===== config.mk =====
export PLATFORM = sky130hd
export DESIGN_NAME = buffer_pool_lru_frame_manager_unit
export DESIGN_NICKNAME = d
export VERILOG_FILES = /design/src/rtl/bplru_pkg.sv /design/src/rtl/buffer_pool_lru_frame_manager_unit.sv /design/src/rtl/bplru_ctrl.sv /design/src/rtl/bplru_dp.sv
export VERILOG_INCLUDE_DIRS = /design/src /design/src/rtl
export SDC_FILE = /design/constraint.sdc
export NUM_CORES = 2
export LEC_CHECK = 0
export ABC_CLOCK_PERIOD_IN_PS = 16250
export BUFFER_PORTS_ARGS = -buffer_cell sky130_fd_sc_hd__buf_2
export CAP_MARGIN = 0
export CORE_MARGIN = 4
export CORE_UTILIZATION = 50
export CTS_BUF_LIST = sky130_fd_sc_hd__clkbuf_16
export CTS_CLUSTER_DIAMETER = 60
export CTS_CLUSTER_SIZE = 8
export DETAILED_ROUTE_END_ITERATION = 8
export GPL_ROUTABILITY_DRIVEN = 0
export GPL_TIMING_DRIVEN = 0
export PLACE_DENSITY = 0.66
export SETUP_SLACK_MARGIN = 0.4
export SLEW_MARGIN = 25
export SYNTH_ARGS = -nofsm -noshare
export SYNTH_HDL_FRONTEND = slang
export SYNTH_SLANG_ARGS = --single-unit

===== constraint.sdc =====
create_clock -name clk -period 16.25 [get_ports clk]
set_clock_uncertainty 0.2 [all_clocks]
set_input_delay 3.25 -clock clk [delete_from_list [all_inputs] [get_ports clk]]
set_output_delay 3.25 -clock clk [all_outputs]
set_load 0.005 [all_outputs]

===== src/rtl/assert_macros.svh =====
// Assertion macros shared by the buffer pool RTL.
`ifndef ASSERT_MACROS_SVH
`define ASSERT_MACROS_SVH

`ifndef SYNTHESIS

// Property must hold at every clock edge outside reset.
`define ASSERT_PROP(lbl, clk, rst_n, prop) \
	lbl: assert property (@(posedge clk) disable iff (!rst_n) (prop)) \
		else $error("assertion failed");

// Expression must never be true outside reset.
`define ASSERT_NEVER(lbl, clk, rst_n, expr) \
	lbl: assert property (@(posedge clk) disable iff (!rst_n) !(expr)) \
		else $error("forbidden condition seen");

`else

`define ASSERT_PROP(lbl, clk, rst_n, prop)
`define ASSERT_NEVER(lbl, clk, rst_n, expr)

`endif

`endif


===== src/rtl/bplru_pkg.sv =====
// Types, widths and codes shared by the buffer pool frame manager.
package bplru_pkg;

	localparam int FRAMES_DEF = 8;
	localparam int REQ_W      = 2;
	localparam int STAT_W     = 2;
	localparam int PAGE_W     = 31;
	localparam int PIN_W      = 16;
	localparam int STAMP_W    = 64;
	localparam int CNT_W      = 32;
	localparam int FRAME_W    = 8;

	// request codes
	localparam logic [REQ_W-1:0] REQ_FETCH = 2'd0;
	localparam logic [REQ_W-1:0] REQ_UNPIN = 2'd1;
	localparam logic [REQ_W-1:0] REQ_FLUSH = 2'd2;

	// result status codes
	localparam logic [STAT_W-1:0] STAT_OK        = 2'd0;
	localparam logic [STAT_W-1:0] STAT_ABSENT    = 2'd1;
	localparam logic [STAT_W-1:0] STAT_NO_VICTIM = 2'd2;

	localparam logic [PIN_W-1:0] PIN_MAX = {PIN_W{1'b1}};
	localparam logic [CNT_W-1:0] CNT_MAX = {CNT_W{1'b1}};

	// one frame table entry
	typedef struct packed {
		logic [PAGE_W-1:0]  page;
		logic [PIN_W-1:0]   pins;
		logic               dirty;
		logic [STAMP_W-1:0] stamp;
	} entry_t;

	// controller to datapath
	typedef struct packed {
		logic start;
		logic scan_rd;
		logic commit;
	} ctl_cmd_t;

	// datapath to controller
	typedef struct packed {
		logic addr_last;
		logic slot_free;
	} ctl_sts_t;

endpackage


===== src/rtl/buffer_pool_lru_frame_manager_unit.sv =====
// Buffer pool frame manager with LRU replacement and pin counts (top level).
//
// Input channel (in_valid / in_stall) takes one request item: req_type,
// page_id and mark_dirty. Output channel (out_valid / out_stall) returns
// exactly one result item per request, in order.
// Each request walks the frame table one frame per cycle through the single
// registered read port of the table memory, then commits its update; a new
// item is taken in the cycle after the previous one commits, and not before.
// A finished result sits in an output register; the next request is accepted
// and scanned while it waits, and holds at commit only if that result is
// still stalled.
// Reset (arst_n, asynchronous, active low) marks every frame free and clears
// the use clock and the hit and miss counters; the table contents need no
// clearing pass, since entries are read only behind their valid bits.
module buffer_pool_lru_frame_manager_unit #(
	parameter int FRAMES = bplru_pkg::FRAMES_DEF
) (
	input  logic                          clk,
	input  logic                          arst_n,
	input  logic                          in_valid,
	output logic                          in_stall,
	input  logic [bplru_pkg::REQ_W-1:0]   req_type,
	input  logic [bplru_pkg::PAGE_W-1:0]  page_id,
	input  logic                          mark_dirty,
	output logic                          out_valid,
	input  logic                          out_stall,
	output logic [bplru_pkg::STAT_W-1:0]  status,
	output logic [bplru_pkg::FRAME_W-1:0] frame_slot,
	output logic                          was_hit,
	output logic                          read_needed,
	output logic                          write_needed,
	output logic [bplru_pkg::PAGE_W-1:0]  write_page_id,
	output logic [bplru_pkg::CNT_W-1:0]   hit_total,
	output logic [bplru_pkg::CNT_W-1:0]   miss_total
);
	import bplru_pkg::*;

	ctl_cmd_t cmd;
	ctl_sts_t sts;

	// sequencer
	bplru_ctrl u_ctrl (
		.clk      (clk),
		.arst_n   (arst_n),
		.in_valid (in_valid),
		.in_stall (in_stall),
		.sts      (sts),
		.cmd      (cmd)
	);

	// frame table and result path
	bplru_dp #(
		.FRAMES (FRAMES)
	) u_dp (
		.clk           (clk),
		.arst_n        (arst_n),
		.cmd           (cmd),
		.sts           (sts),
		.req_type      (req_type),
		.page_id       (page_id),
		.mark_dirty    (mark_dirty),
		.out_valid     (out_valid),
		.out_stall     (out_stall),
		.status        (status),
		.frame_slot    (frame_slot),
		.was_hit       (was_hit),
		.read_needed   (read_needed),
		.write_needed  (write_needed),
		.write_page_id (write_page_id),
		.hit_total     (hit_total),
		.miss_total    (miss_total)
	);

endmodule


===== src/rtl/bplru_ctrl.sv =====
// Sequencer for one request: accept, walk the frame table, commit.
module bplru_ctrl (
	input  logic                clk,
	input  logic                arst_n,
	input  logic                in_valid,
	output logic                in_stall,
	input  bplru_pkg::ctl_sts_t sts,
	output bplru_pkg::ctl_cmd_t cmd
);
	import bplru_pkg::*;

	typedef enum logic [1:0] {
		S_IDLE,
		S_SCAN,
		S_LAST,
		S_COMMIT
	} state_t;

	state_t state_q;

	assign in_stall = (state_q != S_IDLE);

	// commands follow the state directly
	always_comb begin
		cmd.start   = (state_q == S_IDLE) && in_valid;
		cmd.scan_rd = (state_q == S_SCAN);
		cmd.commit  = (state_q == S_COMMIT) && sts.slot_free;
	end

	// state register
	always_ff @(posedge clk or negedge arst_n) begin
		if (!arst_n) begin
			state_q <= S_IDLE;
		end else begin
			unique case (state_q)
				S_IDLE: begin
					if (in_valid) state_q <= S_SCAN;
				end
				S_SCAN: begin
					if (sts.addr_last) state_q <= S_LAST;
				end
				S_LAST: begin
					state_q <= S_COMMIT;
				end
				S_COMMIT: begin
					if (sts.slot_free) state_q <= S_IDLE;
				end
				default: begin
					state_q <= S_IDLE;
				end
			endcase
		end
	end

endmodule


===== src/rtl/bplru_dp.sv =====
// Frame table, scan trackers, update logic and result register.
`include "assert_macros.svh"

module bplru_dp #(
	parameter int FRAMES = bplru_pkg::FRAMES_DEF
) (
	input  logic                          clk,
	input  logic                          arst_n,
	input  bplru_pkg::ctl_cmd_t           cmd,
	output bplru_pkg::ctl_sts_t           sts,
	input  logic [bplru_pkg::REQ_W-1:0]   req_type,
	input  logic [bplru_pkg::PAGE_W-1:0]  page_id,
	input  logic                          mark_dirty,
	output logic                          out_valid,
	input  logic                          out_stall,
	output logic [bplru_pkg::STAT_W-1:0]  status,
	output logic [bplru_pkg::FRAME_W-1:0] frame_slot,
	output logic                          was_hit,
	output logic                          read_needed,
	output logic                          write_needed,
	output logic [bplru_pkg::PAGE_W-1:0]  write_page_id,
	output logic [bplru_pkg::CNT_W-1:0]   hit_total,
	output logic [bplru_pkg::CNT_W-1:0]   miss_total
);
	import bplru_pkg::*;

	localparam int IDX_W = (FRAMES > 1) ? $clog2(FRAMES) : 1;
	localparam logic [IDX_W-1:0] LAST_IDX = IDX_W'(FRAMES - 1);

	// frame table storage
	entry_t            mem [FRAMES];
	logic [FRAMES-1:0] valid_q;

	// latched request
	logic [REQ_W-1:0]  req_q;
	logic [PAGE_W-1:0] page_q;
	logic              dirty_q;

	// scan address and read stage
	logic [IDX_W-1:0]  addr_q;
	logic              scan_vld_s1;
	logic [IDX_W-1:0]  idx_s1;
	logic              vld_s1;
	entry_t            rdata_s1;

	// scan trackers
	logic              match_found_q;
	logic [IDX_W-1:0]  match_idx_q;
	entry_t            match_ent_q;
	logic              free_found_q;
	logic [IDX_W-1:0]  free_idx_q;
	logic              vict_found_q;
	logic [IDX_W-1:0]  vict_idx_q;
	entry_t            vict_ent_q;

	// global counters
	logic [STAMP_W-1:0] use_clock_q;
	logic [CNT_W-1:0]   hits_q;
	logic [CNT_W-1:0]   misses_q;

	// result register
	logic               out_valid_q;
	logic [STAT_W-1:0]  status_q;
	logic [FRAME_W-1:0] frame_q;
	logic               hit_q;
	logic               rd_q;
	logic               wr_q;
	logic [PAGE_W-1:0]  wpage_q;

	// update decisions
	logic               wr_en;
	logic [IDX_W-1:0]   wr_idx;
	entry_t             wr_ent;
	logic               set_valid;
	logic [STAMP_W-1:0] clock_nx;
	logic [CNT_W-1:0]   hits_nx;
	logic [CNT_W-1:0]   misses_nx;
	logic [STAT_W-1:0]  stat_nx;
	logic [FRAME_W-1:0] frame_nx;
	logic               hit_nx;
	logic               rd_nx;
	logic               wr_nx;
	logic [PAGE_W-1:0]  wpage_nx;
	entry_t             load_ent;

	assign sts.addr_last = (addr_q == LAST_IDX);
	assign sts.slot_free = !out_valid_q || !out_stall;

	// table memory: one write port, one registered read port
	always_ff @(posedge clk) begin
		if (wr_en) mem[wr_idx] <= wr_ent;
		if (cmd.scan_rd) rdata_s1 <= mem[addr_q];
	end

	// valid bits, cleared by reset
	always_ff @(posedge clk or negedge arst_n) begin
		if (!arst_n) begin
			valid_q <= '0;
		end else if (cmd.commit && set_valid) begin
			valid_q[wr_idx] <= 1'b1;
		end
	end

	// request latch, scan address and read stage payload
	always_ff @(posedge clk) begin
		if (cmd.start) begin
			req_q   <= req_type;
			page_q  <= page_id;
			dirty_q <= mark_dirty;
		end
		if (cmd.start) begin
			addr_q <= '0;
		end else if (cmd.scan_rd) begin
			addr_q <= addr_q + IDX_W'(1);
		end
		if (cmd.scan_rd) begin
			idx_s1 <= addr_q;
			vld_s1 <= valid_q[addr_q];
		end
	end

	always_ff @(posedge clk or negedge arst_n) begin
		if (!arst_n) begin
			scan_vld_s1 <= 1'b0;
		end else begin
			scan_vld_s1 <= cmd.scan_rd;
		end
	end

	// trackers: first match, lowest free frame, oldest unpinned frame
	always_ff @(posedge clk) begin
		if (cmd.start) begin
			match_found_q <= 1'b0;
			free_found_q  <= 1'b0;
			vict_found_q  <= 1'b0;
		end else if (scan_vld_s1) begin
			if (vld_s1 && rdata_s1.page == page_q && !match_found_q) begin
				match_found_q <= 1'b1;
				match_idx_q   <= idx_s1;
				match_ent_q   <= rdata_s1;
			end
			if (!vld_s1 && !free_found_q) begin
				free_found_q <= 1'b1;
				free_idx_q   <= idx_s1;
			end
			if (vld_s1 && rdata_s1.pins == '0 &&
			    (!vict_found_q || rdata_s1.stamp < vict_ent_q.stamp)) begin
				vict_found_q <= 1'b1;
				vict_idx_q   <= idx_s1;
				vict_ent_q   <= rdata_s1;
			end
		end
	end

	// entry written when a page is brought in
	always_comb begin
		load_ent.page  = page_q;
		load_ent.pins  = PIN_W'(1);
		load_ent.dirty = 1'b0;
		load_ent.stamp = use_clock_q;
	end

	// request outcome from the finished scan
	always_comb begin
		wr_en     = 1'b0;
		wr_idx    = match_idx_q;
		wr_ent    = match_ent_q;
		set_valid = 1'b0;
		clock_nx  = use_clock_q;
		hits_nx   = hits_q;
		misses_nx = misses_q;
		stat_nx   = STAT_OK;
		frame_nx  = '0;
		hit_nx    = 1'b0;
		rd_nx     = 1'b0;
		wr_nx     = 1'b0;
		wpage_nx  = '0;
		unique case (req_q)
			REQ_FETCH: begin
				if (match_found_q) begin
					wr_en        = 1'b1;
					wr_ent.stamp = use_clock_q;
					if (match_ent_q.pins != PIN_MAX) wr_ent.pins = match_ent_q.pins + PIN_W'(1);
					clock_nx = use_clock_q + STAMP_W'(1);
					if (hits_q != CNT_MAX) hits_nx = hits_q + CNT_W'(1);
					frame_nx = FRAME_W'(match_idx_q);
					hit_nx   = 1'b1;
				end else if (free_found_q || vict_found_q) begin
					wr_en     = 1'b1;
					wr_idx    = free_found_q ? free_idx_q : vict_idx_q;
					wr_ent    = load_ent;
					set_valid = free_found_q;
					clock_nx  = use_clock_q + STAMP_W'(1);
					if (misses_q != CNT_MAX) misses_nx = misses_q + CNT_W'(1);
					frame_nx = FRAME_W'(free_found_q ? free_idx_q : vict_idx_q);
					rd_nx    = 1'b1;
					// dirty victim goes back to disk first
					if (!free_found_q && vict_ent_q.dirty) begin
						wr_nx    = 1'b1;
						wpage_nx = vict_ent_q.page;
					end
				end else begin
					stat_nx = STAT_NO_VICTIM;
				end
			end
			REQ_UNPIN: begin
				if (match_found_q) begin
					wr_en = 1'b1;
					if (match_ent_q.pins != '0) wr_ent.pins = match_ent_q.pins - PIN_W'(1);
					if (dirty_q) wr_ent.dirty = 1'b1;
					frame_nx = FRAME_W'(match_idx_q);
				end else begin
					stat_nx = STAT_ABSENT;
				end
			end
			REQ_FLUSH: begin
				if (match_found_q) begin
					wr_en        = 1'b1;
					wr_ent.dirty = 1'b0;
					wr_nx        = 1'b1;
					wpage_nx     = page_q;
					frame_nx     = FRAME_W'(match_idx_q);
				end else begin
					stat_nx = STAT_ABSENT;
				end
			end
			default: begin
				// unknown request: report counters only
			end
		endcase
		wr_en = wr_en && cmd.commit;
	end

	// counters
	always_ff @(posedge clk or negedge arst_n) begin
		if (!arst_n) begin
			use_clock_q <= '0;
			hits_q      <= '0;
			misses_q    <= '0;
		end else if (cmd.commit) begin
			use_clock_q <= clock_nx;
			hits_q      <= hits_nx;
			misses_q    <= misses_nx;
		end
	end

	// result register
	always_ff @(posedge clk or negedge arst_n) begin
		if (!arst_n) begin
			out_valid_q <= 1'b0;
		end else if (cmd.commit) begin
			out_valid_q <= 1'b1;
		end else if (!out_stall) begin
			out_valid_q <= 1'b0;
		end
	end

	always_ff @(posedge clk) begin
		if (cmd.commit) begin
			status_q <= stat_nx;
			frame_q  <= frame_nx;
			hit_q    <= hit_nx;
			rd_q     <= rd_nx;
			wr_q     <= wr_nx;
			wpage_q  <= wpage_nx;
		end
	end

	assign out_valid     = out_valid_q;
	assign status        = status_q;
	assign frame_slot    = frame_q;
	assign was_hit       = hit_q;
	assign read_needed   = rd_q;
	assign write_needed  = wr_q;
	assign write_page_id = wpage_q;
	assign hit_total     = hits_q;
	assign miss_total    = misses_q;

	// a waiting result is never overwritten
	`ASSERT_NEVER(a_no_overwrite, clk, arst_n, cmd.commit && out_valid_q && out_stall)
	// a failed request carries no frame and no disk traffic
	`ASSERT_PROP(a_fail_clean, clk, arst_n, (out_valid_q && status_q != STAT_OK) |-> (frame_q == '0 && !rd_q && !wr_q))
	// a hit never asks for a read
	`ASSERT_NEVER(a_hit_no_read, clk, arst_n, out_valid_q && hit_q && rd_q)
	// the use clock moves only when a request commits
	`ASSERT_PROP(a_clock_on_commit, clk, arst_n, !cmd.commit |=> $stable(use_clock_q))

endmodule


== Word level (Yosys, flattened, before mapping) ==
Memory sizes are Yosys's and may differ from the RTL's. A register that Yosys moved wholly into a read port is not among the register bits.
Index checks and enable logic that the tools add are counted.

* Flip-flop bits (word level): 445
* Bits in writable memories: 896
* Input bits: 38
* Output and inout port bits: 110
* Logic and storage cells: 156
* Memories: 1

* Add/sub/neg operators: 6
* Order comparisons: 4
* Equality and inequality tests: 14
* Multiplexer cells: 57
* Bitwise logic cells: 4
* Reductions and logical operators: 38

{| class="wikitable"
|+ Memory list
! name !! depth !! width !! read ports !! clocked after memory_dff !! write ports !! RTL line !! source
|-
| u_dp.mem || 8 || 112 || 1 || 1 || 1 || bplru_dp.sv:31 || <nowiki>entry_t mem [FRAMES];</nowiki>
|}

{| class="wikitable"
|+ Operators with widths
! kind !! count
|-
| $mux W64 || 4
|-
| $mux W31 || 6
|-
| $mux W112 || 1
|-
| $add A32 B1 Y32 const B || 2
|-
| $add A64 B1 Y64 const B || 1
|-
| $lt A64 B64 Y1 || 1
|-
| $ne A32 B32 Y1 const B || 2
|-
| $pmux W31 S2 || 1
|-
| $mux W16 || 3
|-
| $pmux W16 S2 || 1
|-
| $eq A31 B31 Y1 || 1
|-
| $mux W1 || 19
|-
| $mux W3 || 6
|-
| $mux W17 || 1
|-
| $add A16 B1 Y16 const B || 1
|-
| $logic_not A16 Y1 || 1
|-
| $mux W8 || 2
|-
| $ne A16 B16 Y1 const B || 1
|-
| $pmux W8 S2 || 1
|-
| $reduce_bool A16 Y1 || 1
|-
| $sub A16 B1 Y16 const B || 1
|-
| $reduce_and A3 Y1 || 5
|-
| $logic_and A1 B1 Y1 || 11
|-
| $mux W2 || 5
|-
| 24 further kinds || 45
|}

== Longest topological paths before layout ==
* Depth in word-level cells: 9
* Depth in mapped cells: 10
* Gate-level depth less buffers: 9

== Cells and area by module ==
Synthesis repeated with hierarchy kept, for this count alone.

* Cell total of the unflattened synthesis: 3026
* Area, all modules: 57112.3 µm²

{| class="wikitable"
|+ By module, submodules not included
! module !! instances !! cells each !! area each (µm²) !! seq. area each (µm²)
|-
| bplru_dp || 1 || 3007 || 56930.9 || 42670.9
|-
| bplru_ctrl || 1 || 19 || 181.4 || 50.0
|}

== Worst setup path before layout ==
Ideal clock, no wire load.

* Path type: input-to-reg
* Start point: input port in_valid
* End point: register u_dp.vict_ent_q[0] (netlist name) (enable)
* Setup time: 0.604 ns
* Arrival time: 9.205 ns
* Data required time: 15.446 ns
* Setup slack: 6.242 ns
* Stages: 6
* Buffers on the path: 0
* Path through: nand2_1 and3_1 and3_1 nand3_1 a2111oi_0 a2bb2oi_1

* Longest elaborated chain between the ends: 3

{| class="wikitable"
|+ RTL lines
! what !! RTL line !! source
|-
| start, declared || buffer_pool_lru_frame_manager_unit.sv:20 || <nowiki>input logic in_valid,</nowiki>
|-
| $logic_and A1 B1 Y1 || bplru_ctrl.sv:25 || <nowiki>cmd.start = (state_q == S_IDLE) && in_valid;</nowiki>
|-
| $not A1 Y1 (no line) || - ||
|-
| $reduce_and A3 Y1 (no line) || - ||
|-
| end signal, assigned || bplru_dp.sv:150 || <nowiki>vict_ent_q <= rdata_s1;</nowiki>
|-
| end, declared || bplru_dp.sv:54 || <nowiki>entry_t vict_ent_q;</nowiki>
|}

Every way passes these cells.
A chain may end at the register's enable or synchronous reset.

== Worst setup path in the final report ==
* Start point: input port in_valid
* End point: register u_dp.vict_ent_q[90] (netlist name) (enable)

The elaborated chain is that of the path after synthesis.

==> flow_summary.yaml <==
power_and_ir_drop:
  fin_total_pwr_mw: 10.3
  p_per_area_nw_per_um2: 153
  irDropWorstVdd_v: 0.0000930
  p_leak_nw: 23.8
detailed_routing:
  drc: 0
  vias: 29689
  post_drt_wl_per_cell_um: 25.4
  avgViaCountPerCell: 5.85
  ant_nets: 0
  drt_iter0_drc: 2689
  routed_wl_mm: 129
  firstDrtPassIters: 5
grt:
  antenna_found_initial: 1
  grt_pass1_vias: 31040
  grt_start_max_net_pins: 80
  gr-total-overflow: 0
  grt_usage: 0.216
  grt_pass1_wl_mm: 195
cts:
  cts_tree: "yes"
  post_cts_buffers: 0
  clk_path_buf_depth: 3
  insertion_delay_ps: 770
  numCtsBuffers: 199
  h-tree-depth: 4
  cts.clk_slew.worst_paths_ps: 50
  hold_buffers: 0
  cts_sinks: 1448
  postCtsResizedCells: 0
  clockRootBuffer: "clkbuf_16"
synth:
  synth_compound_area_frac: 0.0201
  synth-edff-count: 1302
  synthTopCellsByArea: "edfxtp_1 69%, mux4_2 8.9%, dfrtp_1 6.1%"
  yosysSeqAreaShare: 0.749
  synth_top_cell_by_area: "edfxtp_1"
  synth.avg_cell_area_um2: 18.9
  synth_top_area_frac: 0.685
  yosysWarningCount: 0
  syn-instance-count: 3015
  synth_fa_ha_area_frac: 0.0175
  synthMuxAreaShare: 0.126
  yosys.area_share.simple: 0.0491
  synthArstFlopShare: 0.0967
  synthXorXnorAreaFrac: 0.0247
  synth_top_family_by_area: "multiplexers"
  ys.flop_type: "edfxtp_1"
  ys_types: 65
  netlist_area_um2: 57100
  synth-seq-cells: 1448
critical_path:
  cp_slowest_stage_delay_ps: 870
  critPathRequiredTime_ps: 16510
  worst-setup-path-type: "in -> reg"
  cp_slowest_cell: "a2111oi_0"
  r2r-end: "u_dp.vict_ent_q[90]"
  cp.arrival_ps: 6910
  cp-start-kind: "primary input"
  r2r_setup_slack_ps: 11430
  regToRegStartpoint: "u_ctrl.state_q[0]"
  critPathCaptureType: "flop"
  rr_worst_depth: 12
  cpLargestDelayFamily: "compound AO/OA/AOI/OAI gates"
  worstPathMaxFanout: 16
  worstPathCellList: "buf_2 > nand2_1 > and3_1 > and3_1 > nand3_1 > a2111oi_0 > a2bb2oi_4 > buf_8 > buf_8 > buf_16 > buf_16"
  cp_num_buf_inv: 5
sta:
  final-hold-violation-count: 0
  slew_headroom: 0.250
  fmax_mhz: 150
  setup_viol: 0
  period_minus_slack_ps: 6650
  fin_crit_sh: 0.409
  fin_tns_setup_ps: 0
  maxSlewViolCount: 0
  rsz0062_at_grt: "no"
  worst_slew_pin_slew_ps: 1120
layout:
  layout_commonest_cell: "edfxtp_1"
  layout-drive-gt1-share: 0.256
  fin_util: 0.598
  layout_common_cells: "1302 x edfxtp_1, 226 x mux4_2, 204 x inv_1, 202 x clkbuf_16, 194 x nand2_1"
  diodes: 0
  instances_no_fill: 5076
  syn_to_final_growth_pct: 18.4
  fin_nets: 3562
worst_hold_path:
  hold_path_end: "u_dp.match_ent_q[80]"
  hold_class: "reg -> reg"
  min_from: "u_dp.rdata_s1[80]"
  hold_path_depth: 0
die:
  core_area_um2: 113000
  die_w_um: 346
  die_area_um2: 120000
  die_height_um: 346
  core.rowCount: 123
  floorplan.initialDensity: 0.505
  io_pins: 148
placed_design:
  port_buffers: 142
  placed_cells: 4742
  place_hpwl_mm: 83.0
outcome:
  status: "finished clean"
job:
  maxCapViolations: 0
[power breakdown]
group	switching (mW)	leakage [nW]	internal, mW	total, mW
registers	0.181	13.8	4.53	4.71
logic	1.04	6.86	0.855	1.90
clock network	1.49	3.20	2.21	3.70
total	2.72	23.8	7.60	10.3
[cell families (layout without fill, tap and decap cells)]
family / Yosys count / count (layout)
AOI/OAI and AO/OA: 161 / 161
xor gates and xnor gates: 160 / 160
adders and majority gates: 80 / 80
buffers and inverters: 202 / 759
DFF: 1448 / 1448
muxes: 414 / 414
other: 1 / 5
and+or+nand+nor: 549 / 549
[state kept, by name, indices dropped and copies added, names as in the netlist, 2 cells and up]
name / count
u_dp.page_q: 31
u_dp.vict_idx_q: 3
u_dp.req_q: 2
u_ctrl.state_q: 2
u_dp.valid_q: 8
u_dp.write_page_id: 31
u_dp.miss_total: 32
u_dp.addr_q: 3
u_dp.free_idx_q: 3
u_dp.status: 2
u_dp.idx_s1: 3
u_dp.mem: 896
u_dp.match_ent_q: 112
u_dp.hit_total: 32
u_dp.vict_ent_q: 96
u_dp.frame_slot: 3
u_dp.rdata_s1: 112
u_dp.use_clock_q: 64
u_dp.match_idx_q: 3
[metrics by stage]
stage / worst slack, ps / instance area (µm²) / hold WS [ps]
after floorplan: 6240 / 57100 / 221
after detailed placement: 8960 / 61800 / 247
after global routing: 9450 / 67600 / 266
final: 9600 / 67600 / 265
after global placement: 648 / 59700 / 248
after CTS: 9700 / 67500 / 267
[area by class of cell]
class,count,area (µm²)
flip-flops and latches,1448,42700
multi-input cells,1369,13700
well taps,1500,1880
clock inverters,131,648
repair buffers,224,2750
clock buffers,202,5050
plain buffers,111,473
inverters,91,342
fillers,8007,45400
[worst max path at each step]
| stage | from | to | slack, ps | depth (start not counted) |
|---|---|---|---|---|
| final | in_valid | u_dp.vict_ent_q[90] | 9600 | 11 |
| after global routing | in_valid | u_dp.vict_ent_q[90] | 9450 | 11 |
| after CTS | in_valid | u_dp.vict_ent_q[99] | 9700 | 11 |
| after detailed placement | in_valid | u_dp.vict_ent_q[90] | 8960 | 11 |
| after global placement | out_stall | u_dp.mem[3][38] | 650 | 5 |
| after floorplan | in_valid | u_dp.vict_ent_q[0] | 6240 | 6 |
[worst reg2reg max path: stages (launching register included)]
cell and delay, ps:
dfrtp_1 420, inv_1 120, ha_1 220, nand2_1 410, and3_1 340, and3_1 240
nand3_1 380, a2111oi_0 870, a2bb2oi_4 520, buf_8 250, buf_8 170, buf_16 180
buf_16 180
[synthesized netlist by cell type (68+ instances only)]
cell and count:
xnor2_1 118, mux4_2 226, nand4_1 71, nand3_1 72, ha_1 80, nand2_1 194, inv_1 90, mux2_2 183
dfrtp_1 140, nor2_1 68, edfxtp_1 1302, clkbuf_1 72
[metal layers]
layer	track usage	up-vias	wire length, µm
li1	-	12887	-
met3	0.0422	222	8340
met2	0.359	1078	64100
met4	0.0625	0	3070
met1	0.293	15502	53400
met5	0	-	0
No activity file was read; power rests on OpenSTA's default activity.
